<file path="config.mk">
export PLATFORM = sky130hd
export DESIGN_NAME = selective_repeat_resend_selector
export DESIGN_NICKNAME = d
export VERILOG_FILES = /design/src/rtl/srrs_pkg.sv /design/src/rtl/srrs_window.sv /design/src/rtl/selective_repeat_resend_selector.sv
export SDC_FILE = /design/constraint.sdc
export NUM_CORES = 1
export LEC_CHECK = 0
export BUFFER_PORTS_ARGS = -buffer_cell sky130_fd_sc_hd__buf_2
export CORE_UTILIZATION = 45
export DETAILED_ROUTE_END_ITERATION = 12
export PLACE_DENSITY = 0.65
export SLEW_MARGIN = 10
export SYNTH_ARGS = -nofsm -noshare
export SYNTH_HDL_FRONTEND = slang
export SYNTH_SLANG_ARGS = --single-unit
</file>
<file path="constraint.sdc">
create_clock -name clk -period 9.3 [get_ports clk]
set_clock_uncertainty 0.15 [all_clocks]
set_input_delay 0.465 -clock clk [delete_from_list [all_inputs] [get_ports clk]]
set_output_delay 0.465 -clock clk [all_outputs]
set_load 0.02 [all_outputs]
</file>
<file path="src/rtl/srrs_pkg.sv">
package srrs_pkg;

  localparam int SACK_BITS = 32;
  localparam int CNT_W     = $clog2(SACK_BITS + 1);

  localparam logic [15:0] MTU_PROBE_CEIL = 16'hFFFF - 16'd256;
  localparam logic [15:0] PROBE_EXTRA    = 16'd255;
  localparam logic [15:0] TICK_SAT       = 16'hFFFF;
  localparam logic [15:0] MTU_RESET      = 16'd508;
  localparam logic [15:0] LIMIT_RESET    = 16'd10;

  localparam logic [1:0] MODE_QUEUE = 2'd0;
  localparam logic [1:0] MODE_ACK   = 2'd1;
  localparam logic [1:0] MODE_TICK  = 2'd2;

  localparam logic [1:0] KIND_ASSIGN = 2'd0;
  localparam logic [1:0] KIND_RESEND = 2'd1;
  localparam logic [1:0] KIND_TICK   = 2'd2;

  localparam logic [1:0] REG_IDLE_LIMIT  = 2'd0;
  localparam logic [1:0] REG_PROBE_LIMIT = 2'd1;
  localparam logic [1:0] REG_INIT_MTU    = 2'd2;

  // window test result
  typedef struct packed {
    logic hit;    // index lies in [oldest, next)
    logic empty;  // nothing outstanding
  } win_t;

endpackage

</file>
<file path="src/rtl/srrs_window.sv">
module srrs_window
  import srrs_pkg::*;
(
  input  logic [31:0] idx,
  input  logic [31:0] oldest,
  input  logic [31:0] next_seq,
  output win_t        win
);

  logic [31:0] offset;
  logic [31:0] count;

  // modular distance from the oldest outstanding index
  assign offset    = idx - oldest;
  assign count     = next_seq - oldest;
  assign win.hit   = offset < count;
  assign win.empty = (count == 32'd0);

endmodule

</file>
<file path="src/rtl/selective_repeat_resend_selector.sv">
// Selective-repeat sender: assigns indices, picks the datagrams to resend from
// an ack and its SACK mask, and keeps probe and idle tick status. Queue and tick
// words give their result word on the cycle after start, and busy
// stays low, so one may be issued every cycle. An ack holds busy through a retire
// step, a scan of the acked index and the SACK_BITS mask bits through the shared window
// compare, and a flush step; each resend word is held back until the walk finds
// the next hit or reaches the flush step, so words come at most one per cycle,
// the last one flagged by out_last_of_run. An ack that resends nothing gives no
// word. Every result word is on the ports for exactly one cycle with out_strobe
// high and must be taken then: the receiver cannot stall the block.
module selective_repeat_resend_selector
  import srrs_pkg::*;
(
  input  logic        clk,
  input  logic        rst_n,
  input  logic        start,
  output logic        busy,
  input  logic [1:0]  in_mode,
  input  logic [31:0] in_ack_index,
  input  logic [31:0] in_ack_mask,
  input  logic [15:0] in_peer_mtu,
  output logic        out_strobe,
  output logic [1:0]  out_kind,
  output logic [31:0] out_seq_index,
  output logic        out_probe_request,
  output logic [15:0] out_probe_length,
  output logic        out_timed_out,
  output logic        out_link_failed,
  output logic        out_last_of_run,
  input  logic        cfg_valid,
  output logic        cfg_ready,
  input  logic [1:0]  cfg_index,
  input  logic [15:0] cfg_data
);

  typedef enum logic [1:0] {ST_IDLE, ST_RETIRE, ST_SCAN, ST_FLUSH} state_t;

  state_t             state_r;
  logic [31:0]        oldest_r;
  logic [31:0]        next_seq_r;
  logic [15:0]        idle_ticks_r;
  logic [15:0]        probe_ticks_r;
  logic [15:0]        path_mtu_r;
  logic               failed_r;
  logic [15:0]        idle_limit_r;
  logic [15:0]        probe_limit_r;
  logic [31:0]        cand_r;
  logic [SACK_BITS:0] sel_r;
  logic [CNT_W-1:0]   cnt_r;
  logic [15:0]        peer_mtu_r;
  logic [31:0]        pend_idx_r;
  logic               pend_v_r;

  logic        out_strobe_r;
  logic [1:0]  out_kind_r;
  logic [31:0] out_seq_r;
  logic        out_probe_r;
  logic [15:0] out_plen_r;
  logic        out_tmo_r;
  logic        out_failed_r;
  logic        out_last_r;

  win_t        win;
  logic        accept;
  logic [15:0] probe_inc;
  logic [15:0] idle_inc;
  logic        probe_now;
  logic        cand_hit;

  srrs_window u_window (
    .idx      (cand_r),
    .oldest   (oldest_r),
    .next_seq (next_seq_r),
    .win      (win)
  );

  assign busy      = (state_r != ST_IDLE);
  assign cfg_ready = ~busy;
  assign accept    = start & ~busy;

  assign probe_inc = (probe_ticks_r == TICK_SAT) ? probe_ticks_r : probe_ticks_r + 16'd1;
  assign idle_inc  = (idle_ticks_r == TICK_SAT) ? idle_ticks_r : idle_ticks_r + 16'd1;
  assign probe_now = (probe_inc < probe_limit_r) && (path_mtu_r < MTU_PROBE_CEIL);
  assign cand_hit  = sel_r[0] & win.hit;

  always_ff @(posedge clk) begin
    out_strobe_r <= 1'b0;
    if (!rst_n) begin
      state_r       <= ST_IDLE;
      oldest_r      <= '0;
      next_seq_r    <= '0;
      idle_ticks_r  <= '0;
      probe_ticks_r <= '0;
      path_mtu_r    <= MTU_RESET;
      failed_r      <= 1'b0;
      idle_limit_r  <= LIMIT_RESET;
      probe_limit_r <= LIMIT_RESET;
      pend_v_r      <= 1'b0;
    end else begin
      case (state_r)
        ST_IDLE: begin
          if (cfg_valid && cfg_ready) begin
            case (cfg_index)
              REG_IDLE_LIMIT:  idle_limit_r  <= cfg_data;
              REG_PROBE_LIMIT: probe_limit_r <= cfg_data;
              REG_INIT_MTU:    path_mtu_r    <= cfg_data;
              default: ;
            endcase
          end
          if (accept) begin
            case (in_mode)
              MODE_QUEUE: begin
                next_seq_r   <= next_seq_r + 32'd1;
                failed_r     <= failed_r | (&next_seq_r);
                out_strobe_r <= 1'b1;
                out_kind_r   <= KIND_ASSIGN;
                out_seq_r    <= next_seq_r;
                out_probe_r  <= 1'b0;
                out_plen_r   <= '0;
                out_tmo_r    <= 1'b0;
                out_failed_r <= failed_r | (&next_seq_r);
                out_last_r   <= 1'b1;
              end
              MODE_ACK: begin
                cand_r     <= in_ack_index;
                sel_r      <= {SACK_BITS'(in_ack_mask), 1'b1};
                cnt_r      <= '0;
                peer_mtu_r <= in_peer_mtu;
                pend_v_r   <= 1'b0;
                state_r    <= ST_RETIRE;
              end
              MODE_TICK: begin
                probe_ticks_r <= probe_inc;
                idle_ticks_r  <= idle_inc;
                out_strobe_r  <= 1'b1;
                out_kind_r    <= KIND_TICK;
                out_seq_r     <= '0;
                out_probe_r   <= probe_now;
                out_plen_r    <= probe_now ? path_mtu_r + PROBE_EXTRA : 16'd0;
                out_tmo_r     <= idle_inc > idle_limit_r;
                out_failed_r  <= failed_r;
                out_last_r    <= 1'b1;
              end
              default: ;
            endcase
          end
        end
        ST_RETIRE: begin
          // window unit looks at the acked index itself here
          if (!win.empty && (cand_r > oldest_r)) begin
            oldest_r     <= win.hit ? cand_r : next_seq_r;
            idle_ticks_r <= '0;
          end
          if (path_mtu_r < peer_mtu_r) path_mtu_r <= peer_mtu_r;
          state_r <= ST_SCAN;
        end
        ST_SCAN: begin
          // hold each hit until the next hit or the flush so the final word can carry last_of_run
          if (cand_hit) begin
            if (pend_v_r) begin
              out_strobe_r <= 1'b1;
              out_kind_r   <= KIND_RESEND;
              out_seq_r    <= pend_idx_r;
              out_probe_r  <= 1'b0;
              out_plen_r   <= '0;
              out_tmo_r    <= 1'b0;
              out_failed_r <= failed_r;
              out_last_r   <= 1'b0;
            end
            pend_idx_r <= cand_r;
            pend_v_r   <= 1'b1;
          end
          cand_r <= cand_r + 32'd1;
          sel_r  <= sel_r >> 1;
          cnt_r  <= cnt_r + CNT_W'(1);
          if (cnt_r == CNT_W'(SACK_BITS)) state_r <= ST_FLUSH;
        end
        ST_FLUSH: begin
          if (pend_v_r) begin
            out_strobe_r <= 1'b1;
            out_kind_r   <= KIND_RESEND;
            out_seq_r    <= pend_idx_r;
            out_probe_r  <= 1'b0;
            out_plen_r   <= '0;
            out_tmo_r    <= 1'b0;
            out_failed_r <= failed_r;
            out_last_r   <= 1'b1;
          end
          pend_v_r <= 1'b0;
          state_r  <= ST_IDLE;
        end
        default: state_r <= ST_IDLE;
      endcase
    end
  end

  assign out_strobe        = out_strobe_r;
  assign out_kind          = out_kind_r;
  assign out_seq_index     = out_seq_r;
  assign out_probe_request = out_probe_r;
  assign out_probe_length  = out_plen_r;
  assign out_timed_out     = out_tmo_r;
  assign out_link_failed   = out_failed_r;
  assign out_last_of_run   = out_last_r;

endmodule

</file>
* Word level (Yosys, flattened, before mapping) *
Index checks and enable logic that the tools add are counted.

cells by class
  reductions and logical operators = 28
  equality and inequality tests = 23
  $lt $le $gt $ge = 6
  $add $sub $neg = 8
  muxes and demuxes = 70
  bitwise logic cells = 4

operators with widths
  cell                     number
  $mux W16                 12
  $mux W32                 6
  $pmux W32 S2             2
  $pmux W16 S2             3
  $pmux W32 S3             1
  $mux W33                 2
  $pmux W33 S2             1
  $add A32 B1 Y32 const B  2
  $sub A32 B32 Y32         2
  $pmux W16 S3             1
  $add A16 B1 Y16 const B  2
  $eq A16 B16 Y1 const B   2
  $gt A32 B32 Y1           1
  $logic_not A32 Y1        1
  $lt A16 B16 Y1           2
  $lt A32 B32 Y1           1
  $reduce_and A32 Y1       1
  $mux W1                  21
  $reduce_and A4 Y1        5
  $ne A2 B2 Y1 const B     9
  $pmux W1 S3              6
  $reduce_and A3 Y1        6
  $add A16 B8 Y16 const B  1
  $gt A16 B16 Y1           1
  26 further kinds         48

word-level totals
  output and inout port bits = 57
  input bits = 104
  logic and storage cells = 162
  register bits = 322

* Logic depth before layout (Yosys ltp) *
Gate-level depths: netlist of the first run.

  word-level depth = 8
  depth in mapped cells = 28
  mapped depth without buffers = 25

* Cells and area by module *
From an unflattened synthesis of the first run, not the netlist that was laid out.

second synthesis, totals
  cell total of the unflattened synthesis = 2156
  area, all modules = 20414.6 um^2

modules (own cells, without submodules)
  module                            instances  cells each  area an instance (um^2)  sequential area each (um^2)
  selective_repeat_resend_selector  1          1599        16326.9                  8177.8
  srrs_window                       1          557         4087.7                   0.0

* Worst setup path before layout of the first run *
Ideal clock, no wire load.

  path type = reg2reg
  start = register cand_r[10]
  end = register out_kind_r[0] (netlist: out_kind[0]), enable pin
  period minus slack after synthesis = 9339 ps
  arrival = 8660 ps
  data required time = 8621 ps
  buffers on the path = 3
  setup time = 529 ps
  stages on the path, launching flop included = 25
  path slack = -39 ps
  cells stage by stage = edfxtp_1 > ha_1 > inv_1 > or4b_2 > nor2_1 > o41a_1 > nor2_1 > o41ai_1 > a21o_1 > a21oi_1 > xnor2_1 > ha_1 > a21o_1 > a21o_1 > a21oi_1 > o21ai_0 > a2111oi_0 > o211a_1 > and2_1 > buf_2 > buf_2 > buf_2 > a21o_1 > a21oi_1 > nor3_1

on the way
  cells in the longest elaborated chain, start to end = 5

RTL lines
  element                             line                                     text
  from (decl)                         selective_repeat_resend_selector.sv:47   logic [31:0] cand_r;
  from (signal assigned)              selective_repeat_resend_selector.sv:125  cand_r <= in_ack_index;
  from (signal assigned)              selective_repeat_resend_selector.sv:173  cand_r <= cand_r + 32'd1;
  $sub A32 B32 Y32                    srrs_window.sv:14                        assign offset = idx - oldest;
  $lt A32 B32 Y1                      srrs_window.sv:16                        assign win.hit = offset < count;
  $and A1 B1 Y1                       selective_repeat_resend_selector.sv:84   assign cand_hit = sel_r[0] & win.hit;
  $ne A2 B2 Y1 (no source line)       n/a
  $reduce_and A5 Y1 (no source line)  n/a
  to (signal assigned)                selective_repeat_resend_selector.sv:116  out_kind_r <= KIND_ASSIGN;
  to (signal assigned)                selective_repeat_resend_selector.sv:136  out_kind_r <= KIND_TICK;
  to (signal assigned)                selective_repeat_resend_selector.sv:162  out_kind_r <= KIND_RESEND;
  to (decl)                           selective_repeat_resend_selector.sv:55   logic [1:0] out_kind_r;

Every way passes these cells.
A chain may end at the register's enable or synchronous reset.

* Final worst setup path of the first run *
  start = register cand_r[10]
  end = register out_seq_r[4] (netlist: out_seq_index[4]), enable pin

on the way
  cells in the longest elaborated chain, start to end = 5

RTL lines
  element                             line                                     text
  $sub A32 B32 Y32                    srrs_window.sv:14
  $lt A32 B32 Y1                      srrs_window.sv:16
  $and A1 B1 Y1                       selective_repeat_resend_selector.sv:84
  $ne A2 B2 Y1 (no source line)       n/a
  $reduce_and A5 Y1 (no source line)  n/a
  to (signal assigned)                selective_repeat_resend_selector.sv:117  out_seq_r <= next_seq_r;
  to (signal assigned)                selective_repeat_resend_selector.sv:163  out_seq_r <= pend_idx_r;
  to (signal assigned)                selective_repeat_resend_selector.sv:182  out_seq_r <= pend_idx_r;
  to (decl)                           selective_repeat_resend_selector.sv:56   logic [31:0] out_seq_r;

Every way passes these cells.

==> results of run 1 <==
where the power goes:
part	total [W]	switching, W	leakage [nW]	internal (W)
registers	0.00180	0.0000996	2.80	0.00171
clock network	0.00134	0.000555	0.529	0.000781
logic	0.00333	0.00198	5.53	0.00136
state kept, by name, summed over array words and instances (netlist names), 2 cells and up:
register,cells
pend_idx_r,32
idle_limit_r,16
peer_mtu_r,16
path_mtu_r,16
idle_ticks_r,16
cand_r,32
out_probe_length,16
out_seq_index,32
next_seq_r,32
sel_r,33
probe_limit_r,16
out_kind,2
oldest_r,32
probe_ticks_r,16
state_r,2
cnt_r,6
worst max path at each step:
stage	start	endpoint	slack (ns)	cells past startpoint
4_1_cts	cand_r[10]	out_seq_index[4]	2.31	22
2_1_floorplan	cand_r[10]	out_kind[0]	1.59	24
5_1_grt	cand_r[10]	out_seq_index[4]	1.85	22
6_report	cand_r[10]	out_seq_index[4]	2.29	22
3_5_place_dp	cand_r[10]	out_probe_length[3]	2.35	22
3_3_place_gp	cand_r[10]	out_probe_length[3]	2.49	22
layer usage:
layer | global-route usage | wire, microns
met5 | 0 | 0
met4 | 0.0789 | 1460
met3 | 0.0296 | 3450
met2 | 0.410 | 26300
met1 | 0.338 | 25300
worst max-delay path: cells and delay by family (launching register included):
kind / cells / cell delay (ns)
AO/OA/AOI/OAI: 12 / 2.83
AND/OR/NAND/NOR: 5 / 1.64
XOR/XNOR: 1 / 0.14
flip-flops: 1 / 0.49
adder cells (fa/ha/maj): 2 / 0.71
buffers and inverters: 2 / 0.64
cell usage in the layout (no fill, tap or decap), types with 10 or more instances in the layout:
master | netlist | final
a22o_1 | 32 | 32
nor2b_1 | 21 | 21
or3_2 | 19 | 19
and3_1 | 34 | 34
a21oi_1 | 182 | 182
nand2b_1 | 19 | 19
and4_1 | 10 | 10
nand4_1 | 46 | 46
nand2_1 | 205 | 205
mux2i_1 | 37 | 37
inv_1 | 128 | 128
dfxtp_1 | 149 | 149
and2_1 | 13 | 12
nor2_1 | 187 | 185
nand3_1 | 66 | 66
a31oi_1 | 11 | 10
edfxtp_1 | 173 | 173
a21o_1 | 52 | 52
ha_1 | 152 | 151
mux2_2 | 48 | 48
o211ai_1 | 20 | 20
clkbuf_1 | 66 | 13
or3_1 | 28 | 28
o21a_1 | 19 | 19
xor2_1 | 69 | 69
o21ai_0 | 101 | 101
buf_4 | 0 | 13
nor3_1 | 45 | 43
clkbuf_16 | 0 | 37
dlygate4sd3_1 | 0 | 16
buf_2 | 8 | 160
a211oi_1 | 15 | 15
xnor2_1 | 75 | 75
cell type report:
type	count	area share
Clock buffer	53	0.0452
Clock inverter	9	0.00289
Inverter	130	0.0218
Multi-Input combinational cell	1620	0.487
Sequential cell	322	0.364
Tap cell	585	0.0325
Timing Repair Buffer	189	0.0471
timing repair:
item	4_1_cts	5_1_grt
hold buffers	16	0
endpoints found under the hold margin	16	0
endpoints found under the setup margin	0	0
kinds of logic after synthesis:
logic type | count (synthesis) | synth area share
AOI/OAI and AO/OA | 504 | 0.160
xor gates and xnor gates | 144 | 0.0631
adders and majority gates | 154 | 0.0972
buffers and inverters | 220 | 0.0452
DFF | 322 | 0.409
muxes | 85 | 0.0456
and+or+nand+nor | 733 | 0.179
through the flow:
step	setup slack [ns]	hold WS, ns	power, W
global placement	2.49	0.294	0.00505
floorplan	1.59	0.286	0.00427
global route	1.85	0.0684	0.00691
detailed placement	2.35	0.301	0.00512
CTS	2.31	0.0469	0.00647
finish	2.29	0.0798	0.00647
==> flow_summary.json, run 1 <==
{
  "firstDrtPassIters": 7,
  "routed_wl_microns": 56500,
  "leakage_nw": 8.85,
  "synth-async-reset-ratio": 0,
  "holdPathEnd": "probe_limit_r[4]",
  "ios": 161,
  "cp_max_fo": 40,
  "min_period_ns": 7.01,
  "yosys.area.top_type": "edfxtp_1",
  "dp.cells": 2830,
  "crit_path_cell_trace": "ha_1 -> inv_1 -> or4b_2 -> nor2_1 -> o41a_1 -> nor2_1 -> o41ai_1 -> a21o_1 -> a21oi_1 -> xnor2_1 -> ha_1 -> a21o_1 -> a21o_1 -> a21oi_1 -> o21ai_0 -> a2111oi_0 -> o211a_1 -> and2_2 -> a21o_1 -> a21oi_1 -> nor3_4 -> buf_4",
  "max_freq_ghz": 0.143,
  "worst_pin_slew_ns": 1.19,
  "fin_area_sq_um": 22500,
  "drive_gt1_frac": 0.137,
  "cts_tree": "built",
  "dieArea_sq_um": 45200,
  "rr_worst_depth": 22,
  "hpwl_microns": 43100,
  "grt_pass1_wl_microns": 87500,
  "synth_warnings": 0,
  "grt_overflow": 0,
  "clock_latency_ns": 0.53,
  "postPlaceCellArea_sq_um": 21200,
  "utilization": 0.518,
  "place.gp.congestion": 0.940,
  "power_density_nw_per_um2": 288,
  "cts_resized": 0,
  "cp_data_required_time_ns": 9.31,
  "setup_violations": 0,
  "drt_iter0_drc": 1368,
  "min-delay-start": "cfg_data[4]",
  "antennaDiodeCount": 0,
  "post_drt_wl_per_cell_microns": 19.4,
  "num_rows": 76,
  "ys_seq_area_frac": 0.409,
  "dieWidth_microns": 213,
  "irDropWorstVdd_uv": 224,
  "grt_max_degree": 72,
  "relSlewSlack": 0.201,
  "drc": 0,
  "synthFlopType": "edfxtp_1",
  "grtUsageTotal": 0.248,
  "status": "complete, no violations",
  "fin_nets": 2556,
  "ys_top_cells_by_count": "nand2_1 (205), nor2_1 (187), a21oi_1 (182)",
  "cts_sinks": 322,
  "syn-cell-area_sq_um": 20000,
  "cp-end-kind": "flop",
  "antenna_found_initial": 0,
  "die_h_microns": 213,
  "grt_pass1_vias": 16300,
  "yosysMostFrequentCell": "nand2_1",
  "r2r_start": "cand_r[10]",
  "synth-edff-count": 173,
  "synth_nets": 2420,
  "cpMostUsedCell": "a21o_1",
  "holdPathStages": 3,
  "finalSetupTns_ns": 0,
  "slowest_delay_ns": 0.87,
  "core_sq_um": 43500,
  "synthTopCellsByArea": "edfxtp_1 (26%), dfxtp_1 (15%), ha_1 (9.5%), a21oi_1 (4.6%), nand2_1 (3.9%)",
  "synth-seq-cells": 322,
  "r2r-end": "out_seq_index[4]",
  "syn_to_final_growth_pct": 12.6,
  "fillers": 4033,
  "io_buffers": 160,
  "critical-path-slowest-cell": "o41ai_1",
  "cts.reportedPaths.clkPinSlew_ns": 0.06,
  "avgSynthCellArea_sq_um": 9.24,
  "fin_cells": 2908,
  "start_util": 0.460,
  "regArea_sq_um": 8180,
  "vias_per_cell": 5.75,
  "synth.distinct_cells": 86,
  "synth.top_cell.area_share": 0.260,
  "hold_viol_final": 0,
  "synthCells": 2162,
  "worst_ep_arrival_time_ns": 7.01,
  "cts_setup_buffers": 0,
  "path_class": "reg2reg",
  "cts_made_buffers": 35,
  "maxCapViolations": 0,
  "hold_class": "in2reg",
  "min_period_over_period": 0.753,
  "maxSlewViolCount": 0,
  "clk_path_buf_depth": 3,
  "root_buffer": "clkbuf_16",
  "ant_nets": 0,
  "grt_setup_unrepaired": "no",
  "htree_levels": 2,
  "vias": 16700,
  "cp-start-kind": "flop",
  "multi_input_area_sq_um": 11000,
  "r2r_slack_ns": 2.29
}
No activity file was read; power rests on OpenSTA's default activity.
==> run 2: changes to the inputs <==
--- a/config.mk
+++ b/config.mk
@@ -5,10 +5,10 @@
 export SDC_FILE = /design/constraint.sdc
 export NUM_CORES = 1
 export LEC_CHECK = 0
+export ABC_AREA = 1
 export BUFFER_PORTS_ARGS = -buffer_cell sky130_fd_sc_hd__buf_2
 export CORE_UTILIZATION = 45
 export DETAILED_ROUTE_END_ITERATION = 12
-export PLACE_DENSITY = 0.65
 export SLEW_MARGIN = 10
 export SYNTH_ARGS = -nofsm -noshare
 export SYNTH_HDL_FRONTEND = slang
==> constraint.sdc (replaced) <==
create_clock -name clk -period 7.15 [get_ports clk]
set_clock_uncertainty 0.15 [all_clocks]
set_input_delay 0.3575 -clock clk [delete_from_list [all_inputs] [get_ports clk]]
set_output_delay 0.3575 -clock clk [all_outputs]
set_load 0.02 [all_outputs]
==> run 2 against run 1 <==
Net effect:
- combinational power is 47% higher
- register-to-register slack worse by 0.95 ns
- count of clock-buffer cells in the layout is 4 lower
- power is 41% higher
- setup slack worse by 0.95 ns
- synthesized cell count is 32% higher
- non-clock buffer count is 56 higher
- first-iteration DRC count is 32% higher
- design area is 7.1% higher
- synthesized area is 4.3% higher
==> flow_summary.json, run 2 <==
{
  "status": "complete, no violations",
  "min_period_over_period": 0.812,
  "max_freq_ghz": 0.172,
  "cpLargestDelayFamily": "simple AND/OR/NAND/NOR gates",
  "cts_resized": 0,
  "fin_area_sq_um": 24100,
  "cp_data_required_time_ns": 7.21,
  "vias": 19200,
  "die_h_microns": 217,
  "maxSlewViolCount": 0,
  "yosysMostFrequentCell": "nand2_1",
  "htree_levels": 2,
  "final_common_cell": "nand2_1",
  "start_util": 0.458,
  "ys_seq_area_frac": 0.393,
  "grt_overflow": 0,
  "dieWidth_microns": 217,
  "postPlaceCellArea_sq_um": 22200,
  "r2r_slack_ns": 1.34,
  "path_buf_inv": 7,
  "hpwl_microns": 48000,
  "core_sq_um": 45500,
  "drc": 0,
  "ys_top_cells_by_count": "nand2_1 (860), inv_1 (420), nor2_1 (245)",
  "cts_made_buffers": 35,
  "syn_to_final_growth_pct": 15.7,
  "synth-edff-count": 173,
  "grt_pass1_vias": 17800,
  "routed_wl_microns": 62700,
  "yosys.area.top_type": "edfxtp_1",
  "num_rows": 78,
  "hold_class": "in2reg",
  "synthFlopType": "edfxtp_1",
  "power_density_nw_per_um2": 380,
  "drt_iter0_drc": 1801,
  "dieArea_sq_um": 47100,
  "cts.reportedPaths.clkPinSlew_ns": 0.07,
  "fin_ws_ns": 1.34,
  "power.total_w": 0.00914,
  "irDropWorstVdd_uv": 308,
  "critical-path-slowest-cell": "nor2_4",
  "cts_sinks": 322,
  "ant_nets": 0,
  "synth-async-reset-ratio": 0,
  "mostFrequentLayoutCells": "nand2_1 (860), inv_1 (419), nor2_1 (242)",
  "cts_tree": "built",
  "grt_max_degree": 85,
  "synth_warnings": 0,
  "io_buffers": 160,
  "slowest_delay_ns": 0.51,
  "finalSetupTns_ns": 0,
  "leakage_nw": 11.3,
  "cpMostUsedCell": "nand2_1",
  "vias_per_cell": 5.19,
  "hold_viol_final": 0,
  "clk_path_buf_depth": 3,
  "firstDrtPassIters": 5,
  "cp-start-kind": "flop",
  "cp_max_fo": 36,
  "worst_ep_arrival_time_ns": 5.87,
  "grt_setup_unrepaired": "no",
  "largest_register_ffs": 33,
  "antenna_found_initial": 0,
  "synth.top_cell.area_share": 0.249,
  "setup_violations": 0,
  "synth_nets": 3115,
  "worst_pin_slew_ns": 1.06,
  "grtUsageTotal": 0.263,
  "avgSynthCellArea_sq_um": 7.29,
  "min_period_ns": 5.81,
  "registers.top_by_ff_count": "sel_r",
  "relSlewSlack": 0.290,
  "root_buffer": "clkbuf_16",
  "synthTopCellsByArea": "edfxtp_1 (25%), nand2_1 (15%), dfxtp_1 (14%), ha_1 (9.1%), inv_1 (7.6%)",
  "synthCells": 2857,
  "syn-cell-area_sq_um": 20800,
  "cp-end-kind": "flop",
  "grt_pass1_wl_microns": 98100,
  "synth-seq-cells": 322,
  "post_drt_wl_per_cell_microns": 17.0,
  "clock_latency_ns": 0.53,
  "antennaDiodeCount": 0,
  "place_worst_setup_slack_ns": 1.38,
  "path_class": "reg2reg",
  "ios": 161,
  "fin_nets": 3329,
  "synth.distinct_cells": 51,
  "place.gp.congestion": 0.962,
  "drive_gt1_frac": 0.0852,
  "maxCapViolations": 0
}
run 2: repair_timing:
action                     CTS  global route
setup buffers                0             0
hold endpoints to repair    76             0
hold buffers                73             0
setup endpoints to repair    0             0
run 2: worst paths after layout:
path                                  startpoint                  end  depth (start not counted)
worst min-delay path            in_ack_index[13]           cand_r[13]                          3
worst min register to register          failed_r             failed_r                          2
worst max-delay path                   cand_r[0]  out_probe_length[0]                         29
worst max register to register         cand_r[0]  out_probe_length[0]                         29
run 2: logic make-up after synthesis:
logic type / count (synthesis) / share of synthesized area
adder cells (fa/ha/maj): 154 / 0.0932
flip-flops: 322 / 0.393
XOR/XNOR: 90 / 0.0378
AND/OR/NAND/NOR: 1368 / 0.273
AO/OA/AOI/OAI: 429 / 0.112
buffers and inverters: 494 / 0.0909
run 2: report_power, final:
| part | total, W | internal [W] | switching, W | leakage (nW) |
|---|---|---|---|---|
| combinational | 0.00488 | 0.00160 | 0.00328 | 7.93 |
| sequential | 0.00246 | 0.00230 | 0.000158 | 2.81 |
| clock | 0.00181 | 0.00104 | 0.000762 | 0.542 |
run 2: metal layers:
metal  up-vias  share of wire  GRT usage
met5         -              0          0
li1       9726              -          -
met4         0          0.021     0.0585
met3        89          0.057     0.0273
met1      8820           0.48      0.383
met2       572           0.45      0.419
run 2: layout make-up:
cell class	count	area [sq um]
Sequential cell	322	8180
Fill cell	4473	21400
Clock inverter	15	136
Clock buffer	49	990
Multi-Input combinational cell	2041	10800
Tap cell	600	751
Inverter	426	1600
Timing Repair Buffer	245	1640
run 2: worst min-delay path, stage by stage:
cell and delay, ns:
buf_2 0.12, nand2_1 0.06, nand2_1 0.05
run 2: stage by stage:
stage	utilization	hold slack (ns)	std cells
after floorplan	-	0.280	2857
after detailed placement	0.489	0.298	3561
final	0.530	0.00987	3698
after CTS	0.530	0.00180	3698
after global routing	0.530	0.0118	3698
after global placement	0.489	0.295	3561
==> run 3: changes to the inputs <==
==> constraint.sdc (replaced) <==
create_clock -name clk -period 5.6 [get_ports clk]
set_clock_uncertainty 0.15 [all_clocks]
set_input_delay 0.28 -clock clk [delete_from_list [all_inputs] [get_ports clk]]
set_output_delay 0.28 -clock clk [all_outputs]
set_load 0.02 [all_outputs]
==> run 3 against run 2 <==
Net effect:
- design area increased by 1.5%
- wire length decreased by 0.92%
- sequential power increased by 27%
- cell count increased by 1.0%
- critical path depth decreased by 1
==> flow_summary.json, run 3 (synthesis results as in run 2) <==
{
  "die_h_microns": 217,
  "drive_gt1_frac": 0.0887,
  "syn_to_final_growth_pct": 17.4,
  "finalSetupTns_ns": 0,
  "pwr-share-seq": 0.268,
  "maxCapViolations": 0,
  "num_rows": 78,
  "worst_pin_slew_ns": 1.08,
  "hold_class": "in2reg",
  "clk_path_buf_depth": 3,
  "power_density_nw_per_um2": 478,
  "largest_register_ffs": 33,
  "utilization": 0.538,
  "dieWidth_microns": 217,
  "io_buffers": 160,
  "hold_viol_final": 0,
  "start_util": 0.458,
  "drt_iter0_drc": 1520,
  "holdPathStages": 4,
  "combinationalPowerShare": 0.532,
  "path_class": "reg2reg",
  "leakage_nw": 11.5,
  "cts_resized": 0,
  "irDropWorstVdd_uv": 408,
  "worst_ep_arrival_time_ns": 5.20,
  "cts_hold_buf": 99,
  "clock_latency_ns": 0.54,
  "cts_sinks": 322,
  "min_period_ns": 5.15,
  "registers.top_by_ff_count": "sel_r",
  "dieArea_sq_um": 47100,
  "core_sq_um": 45500,
  "ios": 161,
  "vias_per_cell": 5.19,
  "maxSlewViolCount": 0,
  "grt_max_degree": 81,
  "ant_nets": 0,
  "mostFrequentLayoutCells": "nand2_1 (860), inv_1 (419), nor2_1 (242)",
  "internal_power_w": 0.00635,
  "cts.reportedPaths.clkPinSlew_ns": 0.06,
  "fin_nets": 3367,
  "setup_violations": 0,
  "htree_levels": 2,
  "cts_setup_buffers": 0,
  "antennaDiodeCount": 0,
  "grtUsageTotal": 0.261,
  "final_common_cell": "nand2_1",
  "switching_share": 0.457,
  "drc": 0,
  "cpMostUsedCell": "nand2_1",
  "cts_tree": "built",
  "vias": 19400,
  "cts_made_buffers": 36,
  "cp_data_required_time_ns": 5.65,
  "fillers": 4435,
  "p_sw_w": 0.00535,
  "grt_pass1_vias": 18100,
  "slowest_delay_ns": 0.45,
  "cp_max_fo": 16,
  "routed_wl_microns": 62100,
  "place.gp.congestion": 0.988,
  "cp-start-kind": "flop",
  "grt_setup_unrepaired": "no",
  "post_drt_wl_per_cell_microns": 16.6,
  "firstDrtPassIters": 6,
  "rr_worst_depth": 28,
  "relSlewSlack": 0.275,
  "grt_pass1_wl_microns": 97000,
  "root_buffer": "clkbuf_16",
  "min_period_over_period": 0.919,
  "status": "complete, no violations",
  "antenna_found_initial": 2,
  "cp-end-kind": "flop",
  "critical-path-slowest-cell": "edfxtp_1",
  "hpwl_microns": 47400,
  "power.total_w": 0.0117,
  "grt_overflow": 0,
  "p_clk_frac": 0.200,
  "max_freq_ghz": 0.194
}
## run 3: final timing paths
kind	start	end	slack, ns
setup / recovery	cand_r[0]	out_seq_index[26]	0.45
setup reg to reg	cand_r[0]	out_seq_index[26]	0.45
hold reg to reg	failed_r	failed_r	0.31
hold / removal	in_mode[0]	out_strobe	0.05
## run 3: per-layer routing
layer | up-vias | wire, microns | global-route usage
met5 | - | 66 | 0.00833
met4 | 4 | 2080 | 0.0866
met1 | 8830 | 28600 | 0.362
li1 | 9810 | - | -
met3 | 120 | 3860 | 0.0425
met2 | 607 | 27500 | 0.413
## run 3: layout make-up
cell class	count	area, sq um	area share
tap	600	751	0.0307
inverter	426	1600	0.0654
timing repair buffer	282	1980	0.0809
clock buffer	46	958	0.0392
clock inverter	18	186	0.00762
sequential	322	8180	0.334
multi-input combinational	2041	10800	0.442
## run 3: stage by stage
step / hold WS (ns) / instance area, sq um / std cells / worst slack (ns)
4_1_cts: 0.0211 / 24400 / 3735 / 0.457
6_report: 0.0490 / 24500 / 3735 / 0.452
5_1_grt: 0.0500 / 24500 / 3735 / 0.0203
3_3_place_gp: 0.296 / 22300 / 3572 / 0.683
3_5_place_dp: 0.303 / 22300 / 3572 / 0.485
2_1_floorplan: 0.229 / 20800 / 2857 / 0.0363
## run 3: critical path, delay by kind of cell, from the launching register on
kind / cells / cell delay, ns
simple gates: 11 / 1.24
flops: 1 / 0.45
compound gates: 7 / 1.33
xor+xnor: 1 / 0.17
buf+inv: 6 / 0.64
fa+ha+maj: 3 / 0.85
## run 3: power groups by stage
stage	registers (W)	logic (W)	clock network, W
4_1_cts	0.00313	0.00614	0.00238
2_1_floorplan	0.00322	0.00436	0
3_5_place_dp	0.00318	0.00605	0
3_3_place_gp	0.00317	0.00591	0
5_1_grt	0.00316	0.00705	0.00248
6_report	0.00313	0.00622	0.00234
